<file path="src/design/brpw_pkg.sv">
// ---------------------------------------------------------------------------
// brpw_pkg
// Shared types and constants of the bitmap row pixel writer.
// ---------------------------------------------------------------------------
package brpw_pkg;

    localparam int MAX_ROW_WIDTH = 32;
    localparam int MAX_ROWS      = 64;

    localparam int ROW_W     = 32;   // row_bits
    localparam int RWIDTH_W  = 6;    // row_width
    localparam int COORD_W   = 12;   // origin_x, origin_y
    localparam int RIDX_W    = 6;    // row_index
    localparam int CHAN_W    = 8;    // colour components
    localparam int LP_W      = 13;   // line_pixels
    localparam int PB_W      = 3;    // pixel_bytes
    localparam int FMT_W     = 2;    // pixel_format
    localparam int SH_W      = 5;    // field shifts
    localparam int Y_W       = 13;   // origin_y + row_index
    localparam int BASE_W    = LP_W + Y_W;
    localparam int OFF_W     = 27;
    localparam int WORD_W    = 32;
    localparam int COL_W     = 5;    // column counter

    localparam int S_DATA_W  = 104;
    localparam int M_DATA_W  = 64;
    localparam int CFG_IDX_W = 3;
    localparam int CFG_DAT_W = 13;

    localparam logic [FMT_W-1:0] FMT_8880 = 2'd0;
    localparam logic [FMT_W-1:0] FMT_8888 = 2'd1;
    localparam logic [FMT_W-1:0] FMT_5650 = 2'd2;

    localparam logic [CFG_IDX_W-1:0] REG_LINE_PIXELS  = 3'd0;
    localparam logic [CFG_IDX_W-1:0] REG_PIXEL_BYTES  = 3'd1;
    localparam logic [CFG_IDX_W-1:0] REG_PIXEL_FORMAT = 3'd2;
    localparam logic [CFG_IDX_W-1:0] REG_RED_SHIFT    = 3'd3;
    localparam logic [CFG_IDX_W-1:0] REG_GREEN_SHIFT  = 3'd4;
    localparam logic [CFG_IDX_W-1:0] REG_BLUE_SHIFT   = 3'd5;
    localparam logic [CFG_IDX_W-1:0] REG_SPARE_SHIFT  = 3'd6;

    localparam logic [LP_W-1:0]  RST_LINE_PIXELS = 13'd320;
    localparam logic [PB_W-1:0]  RST_PIXEL_BYTES = 3'd1;
    localparam logic [SH_W-1:0]  RST_RED_SHIFT   = 5'd16;
    localparam logic [SH_W-1:0]  RST_GREEN_SHIFT = 5'd8;
    localparam logic [SH_W-1:0]  RST_BLUE_SHIFT  = 5'd0;
    localparam logic [SH_W-1:0]  RST_SPARE_SHIFT = 5'd0;

    typedef enum logic [1:0] {
        ST_IDLE,
        ST_SETUP,
        ST_SCAN
    } brpw_state_t;

    typedef struct packed {
        logic [LP_W-1:0]  line_pixels;
        logic [PB_W-1:0]  pixel_bytes;
        logic [FMT_W-1:0] pixel_format;
        logic [SH_W-1:0]  red_shift;
        logic [SH_W-1:0]  green_shift;
        logic [SH_W-1:0]  blue_shift;
        logic [SH_W-1:0]  spare_shift;
    } brpw_cfg_t;

    typedef struct packed {
        logic load;    // capture input item
        logic setup;   // form row base address
        logic step;    // advance one column
    } brpw_cmd_t;

    typedef struct packed {
        logic bit_set;    // current column is a set pixel
        logic row_empty;  // no set pixel left in the row
        logic out_free;   // output register can take a write
    } brpw_sts_t;

endpackage

</file>
<file path="src/design/brpw_ctrl.sv">
// ---------------------------------------------------------------------------
// brpw_ctrl
// Sequencer: accept a row, form its base address, then scan the columns.
// ---------------------------------------------------------------------------
module brpw_ctrl (
    input  logic                aclk,
    input  logic                aresetn,
    input  logic                s_tvalid,
    output logic                s_tready,
    input  brpw_pkg::brpw_sts_t sts,
    output brpw_pkg::brpw_cmd_t cmd
);
    import brpw_pkg::*;

    brpw_state_t state_reg;
    brpw_state_t state_next;

    always_ff @(posedge aclk) begin
        if (!aresetn) begin
            state_reg <= ST_IDLE;
        end else begin
            state_reg <= state_next;
        end
    end

    always_comb begin
        state_next = state_reg;
        cmd        = '0;
        s_tready   = 1'b0;
        case (state_reg)
            ST_IDLE: begin
                s_tready = 1'b1;
                if (s_tvalid) begin
                    cmd.load   = 1'b1;
                    state_next = ST_SETUP;
                end
            end
            ST_SETUP: begin
                cmd.setup  = 1'b1;
                state_next = ST_SCAN;
            end
            ST_SCAN: begin
                if (sts.row_empty) begin
                    state_next = ST_IDLE;
                end else if (!sts.bit_set || sts.out_free) begin
                    // clear columns pass without waiting on the output
                    cmd.step = 1'b1;
                end
            end
            default: begin
                state_next = ST_IDLE;
            end
        endcase
    end

endmodule

</file>
<file path="src/design/brpw_dp.sv">
// ---------------------------------------------------------------------------
// brpw_dp
// Datapath: colour packing, row base multiply, column shifter, output register.
// ---------------------------------------------------------------------------
module brpw_dp (
    input  logic                               aclk,
    input  logic                               aresetn,
    input  brpw_pkg::brpw_cfg_t                cfg,
    input  logic [brpw_pkg::S_DATA_W-1:0]      s_tdata,
    input  brpw_pkg::brpw_cmd_t                cmd,
    output brpw_pkg::brpw_sts_t                sts,
    output logic                               m_tvalid,
    input  logic                               m_tready,
    output logic [brpw_pkg::M_DATA_W-1:0]      m_tdata,
    output logic                               m_tuser,
    output logic                               m_tlast
);
    import brpw_pkg::*;

    function automatic logic [WORD_W-1:0] place(input logic [CHAN_W-1:0] v,
                                                input logic [SH_W-1:0] sh);
        logic [WORD_W-1:0] ext;
        ext = {{(WORD_W-CHAN_W){1'b0}}, v};
        return ext << sh;
    endfunction

    // input fields
    logic [ROW_W-1:0]    in_bits;
    logic [RWIDTH_W-1:0] in_width;
    logic [COORD_W-1:0]  in_x;
    logic [COORD_W-1:0]  in_y;
    logic [RIDX_W-1:0]   in_row;
    logic [CHAN_W-1:0]   in_r, in_g, in_b, in_s;

    assign in_bits  = s_tdata[31:0];
    assign in_width = s_tdata[37:32];
    assign in_x     = s_tdata[49:38];
    assign in_y     = s_tdata[61:50];
    assign in_row   = s_tdata[67:62];
    assign in_r     = s_tdata[75:68];
    assign in_g     = s_tdata[83:76];
    assign in_b     = s_tdata[91:84];
    assign in_s     = s_tdata[99:92];

    logic [RWIDTH_W-1:0] width_sat;
    logic [ROW_W-1:0]    aligned;
    logic                row_ok;
    logic [WORD_W-1:0]   word_c;
    logic                keep_c;

    always_comb begin
        width_sat = (in_width > RWIDTH_W'(MAX_ROW_WIDTH)) ? RWIDTH_W'(MAX_ROW_WIDTH) : in_width;
        row_ok    = ({1'b0, in_row} < (RIDX_W+1)'(MAX_ROWS));
        // leftmost pixel to the top bit, bits above the row width fall off
        aligned   = row_ok ? (in_bits << (RWIDTH_W'(ROW_W) - width_sat)) : '0;
        case (cfg.pixel_format)
            FMT_8888: begin
                keep_c = 1'b0;
                word_c = place(in_r, cfg.red_shift) | place(in_g, cfg.green_shift) |
                         place(in_b, cfg.blue_shift) | place(in_s, cfg.spare_shift);
            end
            FMT_5650: begin
                keep_c = 1'b1;
                word_c = (place({3'b000, in_r[7:3]}, cfg.red_shift) |
                          place({2'b00, in_g[7:2]}, cfg.green_shift) |
                          place({3'b000, in_b[7:3]}, cfg.blue_shift)) << 8;
            end
            default: begin
                keep_c = 1'b1;
                word_c = (place(in_r, cfg.red_shift) | place(in_g, cfg.green_shift) |
                          place(in_b, cfg.blue_shift)) << 8;
            end
        endcase
    end

    // row state
    logic [ROW_W-1:0]   bits_reg;
    logic [COORD_W-1:0] x_reg;
    logic [Y_W-1:0]     y_reg;
    logic [BASE_W-1:0]  base_reg;
    logic [COL_W-1:0]   col_reg;
    logic [WORD_W-1:0]  word_reg;
    logic               keep_reg;

    always_ff @(posedge aclk) begin
        if (cmd.load) begin
            bits_reg <= aligned;
            x_reg    <= in_x;
            y_reg    <= {1'b0, in_y} + {{(Y_W-RIDX_W){1'b0}}, in_row};
            col_reg  <= '0;
            word_reg <= word_c;
            keep_reg <= keep_c;
        end else if (cmd.step) begin
            bits_reg <= bits_reg << 1;
            col_reg  <= col_reg + 1'b1;
        end
        if (cmd.setup) begin
            base_reg <= {{Y_W{1'b0}}, cfg.line_pixels} * {{LP_W{1'b0}}, y_reg};
        end
    end

    // offset of the current column
    logic [OFF_W-1:0]      lin;
    logic [OFF_W+PB_W-1:0] prod;
    logic [OFF_W-1:0]      off_c;

    always_comb begin
        lin   = {{(OFF_W-BASE_W){1'b0}}, base_reg} +
                {{(OFF_W-COORD_W){1'b0}}, x_reg} +
                {{(OFF_W-COL_W){1'b0}}, col_reg};
        prod  = {{PB_W{1'b0}}, lin} * {{OFF_W{1'b0}}, cfg.pixel_bytes};
        off_c = prod[OFF_W-1:0];
    end

    // output register
    logic              out_valid_reg;
    logic [OFF_W-1:0]  out_off_reg;
    logic [WORD_W-1:0] out_word_reg;
    logic              out_keep_reg;
    logic              out_last_reg;
    logic              emit;

    assign emit = cmd.step && bits_reg[ROW_W-1];

    always_ff @(posedge aclk) begin
        if (!aresetn) begin
            out_valid_reg <= 1'b0;
        end else if (emit) begin
            out_valid_reg <= 1'b1;
        end else if (m_tready) begin
            out_valid_reg <= 1'b0;
        end
    end

    always_ff @(posedge aclk) begin
        if (emit) begin
            out_off_reg  <= off_c;
            out_word_reg <= word_reg;
            out_keep_reg <= keep_reg;
            out_last_reg <= (bits_reg[ROW_W-2:0] == '0);
        end
    end

    assign sts.bit_set   = bits_reg[ROW_W-1];
    assign sts.row_empty = (bits_reg == '0);
    assign sts.out_free  = !out_valid_reg || m_tready;

    assign m_tvalid = out_valid_reg;
    assign m_tdata  = {{(M_DATA_W-OFF_W-WORD_W){1'b0}}, out_word_reg, out_off_reg};
    assign m_tuser  = out_keep_reg;
    assign m_tlast  = out_last_reg;

endmodule

</file>
<file path="src/design/bitmap_row_pixel_writer.sv">
// ---------------------------------------------------------------------------
// bitmap_row_pixel_writer
// Turns one row of a one-bit bitmap into framebuffer pixel writes.
// ---------------------------------------------------------------------------
//  channel   ports               carries
//  s_        tvalid/tready/tdata one bitmap row with origin and colour
//  m_        tvalid/tready/tdata one pixel write, tuser keep flag, tlast end of row
//  cfg_      wr_en/index/wdata   geometry and colour layout registers
//
//  a row passes a capture state, a setup state for the line_pixels * y multiply,
//  then the scan, one column per cycle through the shifter while no set column
//  waits on the output, and a last scan step that sees the row empty; a row with
//  no set pixel sees it empty at the first scan step.
//  a set column waits while the output register is full and not taken.
//  the next row is taken once the scan has finished; the last write may still wait.
//  reset is synchronous, active low, and restores the register defaults.
module bitmap_row_pixel_writer (
    input  logic                              aclk,
    input  logic                              aresetn,
    input  logic                              s_tvalid,
    output logic                              s_tready,
    // row_bits, row_width, origin_x, origin_y, row_index, red, green, blue, spare
    input  logic [brpw_pkg::S_DATA_W-1:0]     s_tdata,
    output logic                              m_tvalid,
    input  logic                              m_tready,
    // byte_offset, pixel_word
    output logic [brpw_pkg::M_DATA_W-1:0]     m_tdata,
    // keep_low_byte
    output logic                              m_tuser,
    output logic                              m_tlast,
    input  logic                              cfg_wr_en,
    input  logic [brpw_pkg::CFG_IDX_W-1:0]    cfg_index,
    input  logic [brpw_pkg::CFG_DAT_W-1:0]    cfg_wdata
);
    import brpw_pkg::*;

    brpw_cfg_t cfg_reg;
    brpw_cmd_t cmd;
    brpw_sts_t sts;

    always_ff @(posedge aclk) begin
        if (!aresetn) begin
            cfg_reg.line_pixels  <= RST_LINE_PIXELS;
            cfg_reg.pixel_bytes  <= RST_PIXEL_BYTES;
            cfg_reg.pixel_format <= FMT_8880;
            cfg_reg.red_shift    <= RST_RED_SHIFT;
            cfg_reg.green_shift  <= RST_GREEN_SHIFT;
            cfg_reg.blue_shift   <= RST_BLUE_SHIFT;
            cfg_reg.spare_shift  <= RST_SPARE_SHIFT;
        end else if (cfg_wr_en) begin
            case (cfg_index)
                REG_LINE_PIXELS:  cfg_reg.line_pixels  <= cfg_wdata;
                REG_PIXEL_BYTES:  cfg_reg.pixel_bytes  <= cfg_wdata[PB_W-1:0];
                REG_PIXEL_FORMAT: cfg_reg.pixel_format <= cfg_wdata[FMT_W-1:0];
                REG_RED_SHIFT:    cfg_reg.red_shift    <= cfg_wdata[SH_W-1:0];
                REG_GREEN_SHIFT:  cfg_reg.green_shift  <= cfg_wdata[SH_W-1:0];
                REG_BLUE_SHIFT:   cfg_reg.blue_shift   <= cfg_wdata[SH_W-1:0];
                REG_SPARE_SHIFT:  cfg_reg.spare_shift  <= cfg_wdata[SH_W-1:0];
                default: begin
                end
            endcase
        end
    end

    brpw_ctrl u_ctrl (
        .aclk     (aclk),
        .aresetn  (aresetn),
        .s_tvalid (s_tvalid),
        .s_tready (s_tready),
        .sts      (sts),
        .cmd      (cmd)
    );

    brpw_dp u_dp (
        .aclk     (aclk),
        .aresetn  (aresetn),
        .cfg      (cfg_reg),
        .s_tdata  (s_tdata),
        .cmd      (cmd),
        .sts      (sts),
        .m_tvalid (m_tvalid),
        .m_tready (m_tready),
        .m_tdata  (m_tdata),
        .m_tuser  (m_tuser),
        .m_tlast  (m_tlast)
    );

endmodule
</file>
<file path="config.mk">
export PLATFORM = sky130hd
export DESIGN_NAME = bitmap_row_pixel_writer
export DESIGN_NICKNAME = d
export VERILOG_FILES = /design/src/design/brpw_pkg.sv /design/src/design/brpw_ctrl.sv /design/src/design/brpw_dp.sv /design/src/design/bitmap_row_pixel_writer.sv
export SDC_FILE = /design/constraint.sdc
export NUM_CORES = 1
export LEC_CHECK = 0
export BUFFER_PORTS_ARGS = -buffer_cell sky130_fd_sc_hd__buf_4
export CORE_ASPECT_RATIO = 0.5
export CORE_MARGIN = 2
export CORE_UTILIZATION = 40
export DETAILED_ROUTE_END_ITERATION = 12
export PLACE_DENSITY = 0.6
export SYNTH_ARGS = -nofsm -noshare
export SYNTH_HDL_FRONTEND = slang
export SYNTH_SLANG_ARGS = --single-unit
export TNS_END_PERCENT = 5
</file>
<file path="constraint.sdc">
create_clock -name aclk -period 6.7 [get_ports aclk]
set_clock_uncertainty 0.1 [all_clocks]
set_input_delay 0.67 -clock aclk [delete_from_list [all_inputs] [get_ports aclk]]
set_output_delay 0.67 -clock aclk [all_outputs]
set_load 0.1 [all_outputs]
</file>
### Yosys cells after proc, flatten, opt, wreduce, memory -nomap -nowiden

Cells that the tools add are included.

* register bits: 223
* logic and storage cells: 89

* $add $sub $neg: 5
* $mul: 2
* order comparisons: 1
* equality and inequality tests: 12
* shift operators: 8
* mux-type cells: 17
* bitwise operators: 5
* reduce and logical (&&, ||, !) cells: 19

Operator list (number)
* left shift 8 x 5 -> 32 bit: 4
* bitwise OR 32 bit: 3
* 2-to-1 mux 32 bit: 2
* one-hot mux 32 bit (2 select lines): 1
* bitwise OR 24 bit: 2
* left shift 5 x 5 -> 24 bit: 2
* logical NOT 32 bit: 1
* left shift 32 x 6 -> 32 bit: 1
* logical NOT 31 bit: 1
* adder 26 x 12 -> 27 bit: 1
* adder 27 x 5 -> 27 bit: 1
* multiplier 27 x 3 -> 27 bit: 1
* multiplier 13 x 13 -> 26 bit: 1
* left shift 6 x 5 -> 24 bit: 1
* AND reduction 2 bit: 8
* adder 12 x 6 -> 13 bit: 1
* 2-to-1 mux 1 bit: 10
* == test 3 bit (second input constant): 3
* == test 3 x 2 -> 1 bit (second input constant): 2
* greater-than comparator 6 bit (second input constant): 1
* 2-to-1 mux 6 bit: 1
* one-hot mux 2 bit (3 select lines): 1
* subtractor 6 bit (first input constant): 1
* adder 5 x 1 -> 5 bit (second input constant): 1
* other kinds (11): 18

### Longest topological paths before layout

* depth in word-level cells: 8
* gate-level depth with buffers: 23
* depth with buffers taken out: 23

### Hierarchy

Synthesis repeated with hierarchy kept, for this count alone.

* cell total of the unflattened synthesis: 2391
* area total of the unflattened synthesis: 21574.4 µm²

By module, submodules not included
* brpw_dp: times used 1, cells an instance 2234, area an instance 19966.6 µm², seq. area each 5435.2 µm²
* bitmap_row_pixel_writer: times used 1, cells an instance 147, area an instance 1505.2 µm², seq. area each 760.7 µm²
* brpw_ctrl: times used 1, cells an instance 10, area an instance 102.6 µm², seq. area each 40.0 µm²

### Worst setup path after synthesis

No wires, ideal clock.

* kind: register to register
* start point: register u_dp.y_reg[4]
* end point: register u_dp.base_reg[24], data pin
* arrival: 5166 ps
* slack: 1169 ps
* cell stages (with the launch flop): 19
* path buffers: 1
* path through: edfxtp_1 clkbuf_1 nand2_1 fa_1 fa_1 fa_1 inv_1 fa_1 inv_1 fa_1 inv_1 ha_1 nor2b_1 or2_2 a41o_1 a211o_1 o21ai_0 o21ai_0 xor2_1

* word-level cells in the longest chain between the ends: 1

Ends and longest elaborated chain
* from (decl): RTL line brpw_dp.sv:79 `logic [Y_W-1:0] y_reg;`
* from (signal assigned): RTL line brpw_dp.sv:89 `y_reg <= {1'b0, in_y} + {{(Y_W-RIDX_W){1'b0}}, in_row};`
* multiplier 13 x 13 -> 26 bit: RTL line brpw_dp.sv:98 `base_reg <= {{Y_W{1'b0}}, cfg.line_pixels} * {{LP_W{1'b0}}, y_reg};`
* to (signal assigned): RTL line brpw_dp.sv:98
* to (decl): RTL line brpw_dp.sv:80 `logic [BASE_W-1:0] base_reg;`

No other way between the ends.
A chain may end at the register's enable or synchronous reset.

### Worst setup path in the final report

* start point: register u_dp.y_reg[3]
* end point: register u_dp.base_reg[25], data pin

The elaborated chain is that of the path after synthesis.

==> run summary <==
Status
• **result of the run** finished clean

Clock tree
• **insertion delay to the later sink of the worst-skew pair** 0.55 ns
• **number of hold buffers added after cts** 0
• **sink count of the clock tree** 223
• **clock slew seen by the registers of the worst setup and hold paths** 0.06 ns
• **TritonCTS clock tree** done
• **CTS buffer count** 25
• **Setup Buffers After CTS** 0
• **number of H-tree levels** 1
• **cell at the root of the clock tree** clkbuf_16
• **post_cts resized** 0
• **clk buf depth** 3

Routing
• **Detail Route Antenna Nets** 0
• **count of routing violations after the opening detailed-route iteration** 1,232
• **iteration count of the initial detailed-routing pass** 8
• **per-cell via count in the routed design** 5.46
• **drc violations** 0
• **Total Routed Length** 58.2 mm
• **routed via count** 17,368
• **average wire per cell in the routed design** 18.3 um

Cells and area
• **non-filler cells, final** 3,183
• **antenna cells** 0
• **Util after Layout** 46.1%
• **Final Cell Area** 0.0241 mm2
• **commonest cells after routing, fill and taps aside** nand2_1 (351), inv_1 (235), buf_4 (204), edfxtp_1 (177), fa_1 (153)
• **total of fill cells in the finished design** 5,171
• **Post-layout nets** 2,868
• **Layout area overhead** 13.0%
• **number of flip-flops in the largest register** 38
• **proportion of layout cells with a drive suffix above 1** 11.4%
• **most common cell after layout, fill and taps aside** nand2_1

Setup path
• **Crit Path Class** reg2reg
• **count of cells along the worst register-to-register path** 19
• **Worst setup SP type** flop
• **worst setup slack for register-to-register paths** 0.70 ns
• **endpoint required time on the critical path** 6.89 ns
• **largest driver fanout on the critical path** 13
• **endpoint type of the worst setup path** flop
• **Reg2Reg Capture Point** u_dp.base_reg[25]$_DFFE_PN_
• **R2R Path Start** u_dp.y_reg[3]$_DFFE_PP_
• **critical path data arrival time** 6.18 ns

Min path
• **Min-Delay Endpoint** u_dp.x_reg[1]$_DFFE_PP_
• **cell count of the worst hold path** 1
• **Hold Startpoint** s_tdata[39]
• **path category of the worst min-delay check** in2reg

Global routing
• **initial antenna violation count** 2
• **pin count of the biggest net entering global routing** 64
• **overflow left after global routing** 0
• **number of global-route vias before repair** 16,639
• **wire length of the first global-routing pass** 91.0 mm
• **overall global routing resource usage** 20.7%

Placed design
• **cell total after placement** 3,139
• **final RePlAce weighted congestion** 1.02
• **post-detail-place hpwl** 45.2 mm
• **Buffers on Ports** 183
• **Post-Place Cell Area** 0.0233 mm2
• **Post-Place Worst Slack** 0.690 ns

Yosys
• **sequential-to-total area share from yosys stat** 29.2%
• **total standard cell area after synthesis** 0.0213 mm2
• **main area contributors after synthesis** edfxtp_1 (25%), fa_1 (14%), ha_1 (7.3%)
• **number of enable flip-flop cells after synthesis** 177
• **Post-Synthesis Cells** 2,350
• **number of warnings reported in the yosys synthesis log** 0
• **Yosys reg bits** 223
• **average instance area after synthesis** 9.08 um2
• **async set-or-reset flop fraction in the synthesized netlist** 0%
• **fraction of synthesized cell area taken by the top area cell type** 24.9%
• **leading register cell type out of synthesis** edfxtp_1
• **cell taking the most area after synthesis** edfxtp_1
• **number of distinct library cells after synthesis** 75

STA
• **final slew viol count** 0
• **clock period minus final worst setup slack** 6.00 ns
• **worst-case headroom to the max-slew limit** 32.4%
• **number of endpoints with negative hold slack in the final report** 0
• **post-route clock period utilization** 89.5%
• **worst-case hold slack** 0.211 ns
• **unrepaired setup endpoints after global routing** false
• **total negative setup slack** 0 ns
• **Final setup violation count** 0
• **Max Fclk** 167 MHz
• **actual slew at the worst max-slew pin** 1.01 ns
• **fin worst setup slack** 0.703 ns

Power
• **leakage power of the design** 10.5 nW
• **total power** 4.94 mW
• **power per standard cell area** 205 mW/mm2
• **Peak supply drop** 161 uV

Die
• **I/O pin count** 193
• **Vert. Die Dim** 167 um
• **FP Rows** 59
• **Core Region** 0.0523 mm2
• **area of the die** 0.0553 mm2
• **die span in x** 331 um
• **starting density of the core** 40.8%

Flow run
• **number of max-cap violations** 0

-- layout make-up --
cell class	count	area [um2]	area share, %
multi-input cells	1770	13700	56.9
flip-flops and latches	223	6240	25.9
repair buffers	204	1530	6.35
inverters	241	905	3.75
well taps	701	877	3.64
clock buffers	29	661	2.74
clock inverters	15	180	0.747
-- Yosys cell counts (10+ instances only) --
cell type / instances
edfxtp_1: 177
clkbuf_1: 90
o21ai_0: 80
a21boi_0: 12
buf_2: 13
ha_1: 125
inv_1: 236
a21oi_1: 127
nor2b_1: 49
o21a_1: 10
nor2_1: 138
nand2b_1: 29
mux2i_1: 127
a221oi_1: 10
a22o_1: 23
nor3_1: 27
and2_1: 88
o21bai_1: 12
a22oi_1: 30
dfxtp_1: 46
nand4_1: 10
nand2_1: 351
a21o_1: 35
a211oi_1: 28
xnor2_1: 55
nand3_1: 36
xor2_1: 24
o22ai_1: 27
mux2_2: 21
fa_1: 153
-- critical path: stages (launching register included) --
cell	delay, ns
edfxtp_1	0.61
and2_1	0.28
fa_1	0.53
inv_1	0.05
fa_1	0.53
inv_1	0.06
fa_1	0.50
inv_1	0.05
fa_1	0.46
fa_1	0.55
inv_1	0.04
ha_1	0.34
o21a_1	0.22
a41oi_2	0.31
o21ai_1	0.19
o21ai_1	0.28
nor2_1	0.11
a211o_1	0.27
a21oi_1	0.17
xnor2_1	0.09
-- layer usage --
layer	GRT usage (%)	vias up	wire (um)
met5	0	-	0
met4	6.49	0	1920
met3	2.95	124	3350
met2	33.6	501	27100
met1	28.5	8416	25900
li1	-	8327	-
-- cell families (layout without fill, tap and decap cells) --
group | count (synthesis) | after routing | share of synthesized area, %
compound gates | 474 | 474 | 14.7
xor+xnor | 79 | 79 | 3.24
fa+ha+maj | 278 | 278 | 21.7
buf+inv | 361 | 489 | 6.64
flops | 223 | 223 | 29.2
mux | 155 | 155 | 7.56
other cells | 1 | 5 | 0.0176
simple gates | 779 | 779 | 16.9
-- worst max path at each step --
stage / from / end / slack, ns / cells past startpoint
3_5_place_dp: u_dp.base_reg[2]$_DFFE_PN_ / u_dp.out_off_reg[23]$_DFFE_PP_ / 0.69 / 21
6_report: u_dp.y_reg[3]$_DFFE_PP_ / u_dp.base_reg[25]$_DFFE_PN_ / 0.70 / 19
2_1_floorplan: u_dp.y_reg[4]$_DFFE_PP_ / u_dp.base_reg[24]$_DFFE_PN_ / 1.17 / 18
3_3_place_gp: u_dp.base_reg[2]$_DFFE_PN_ / u_dp.out_off_reg[23]$_DFFE_PP_ / 0.73 / 21
5_1_grt: u_dp.base_reg[2]$_DFFE_PN_ / u_dp.out_off_reg[23]$_DFFE_PP_ / 0.16 / 21
4_1_cts: u_dp.base_reg[2]$_DFFE_PN_ / u_dp.out_off_reg[23]$_DFFE_PP_ / 0.68 / 21
-- power by group --
group          internal, mW  switching [mW]
clock network         0.832           0.602
logic                 0.672            1.05
registers              1.67           0.109
total                  3.18            1.77
Power figures use the tool's default switching activity.
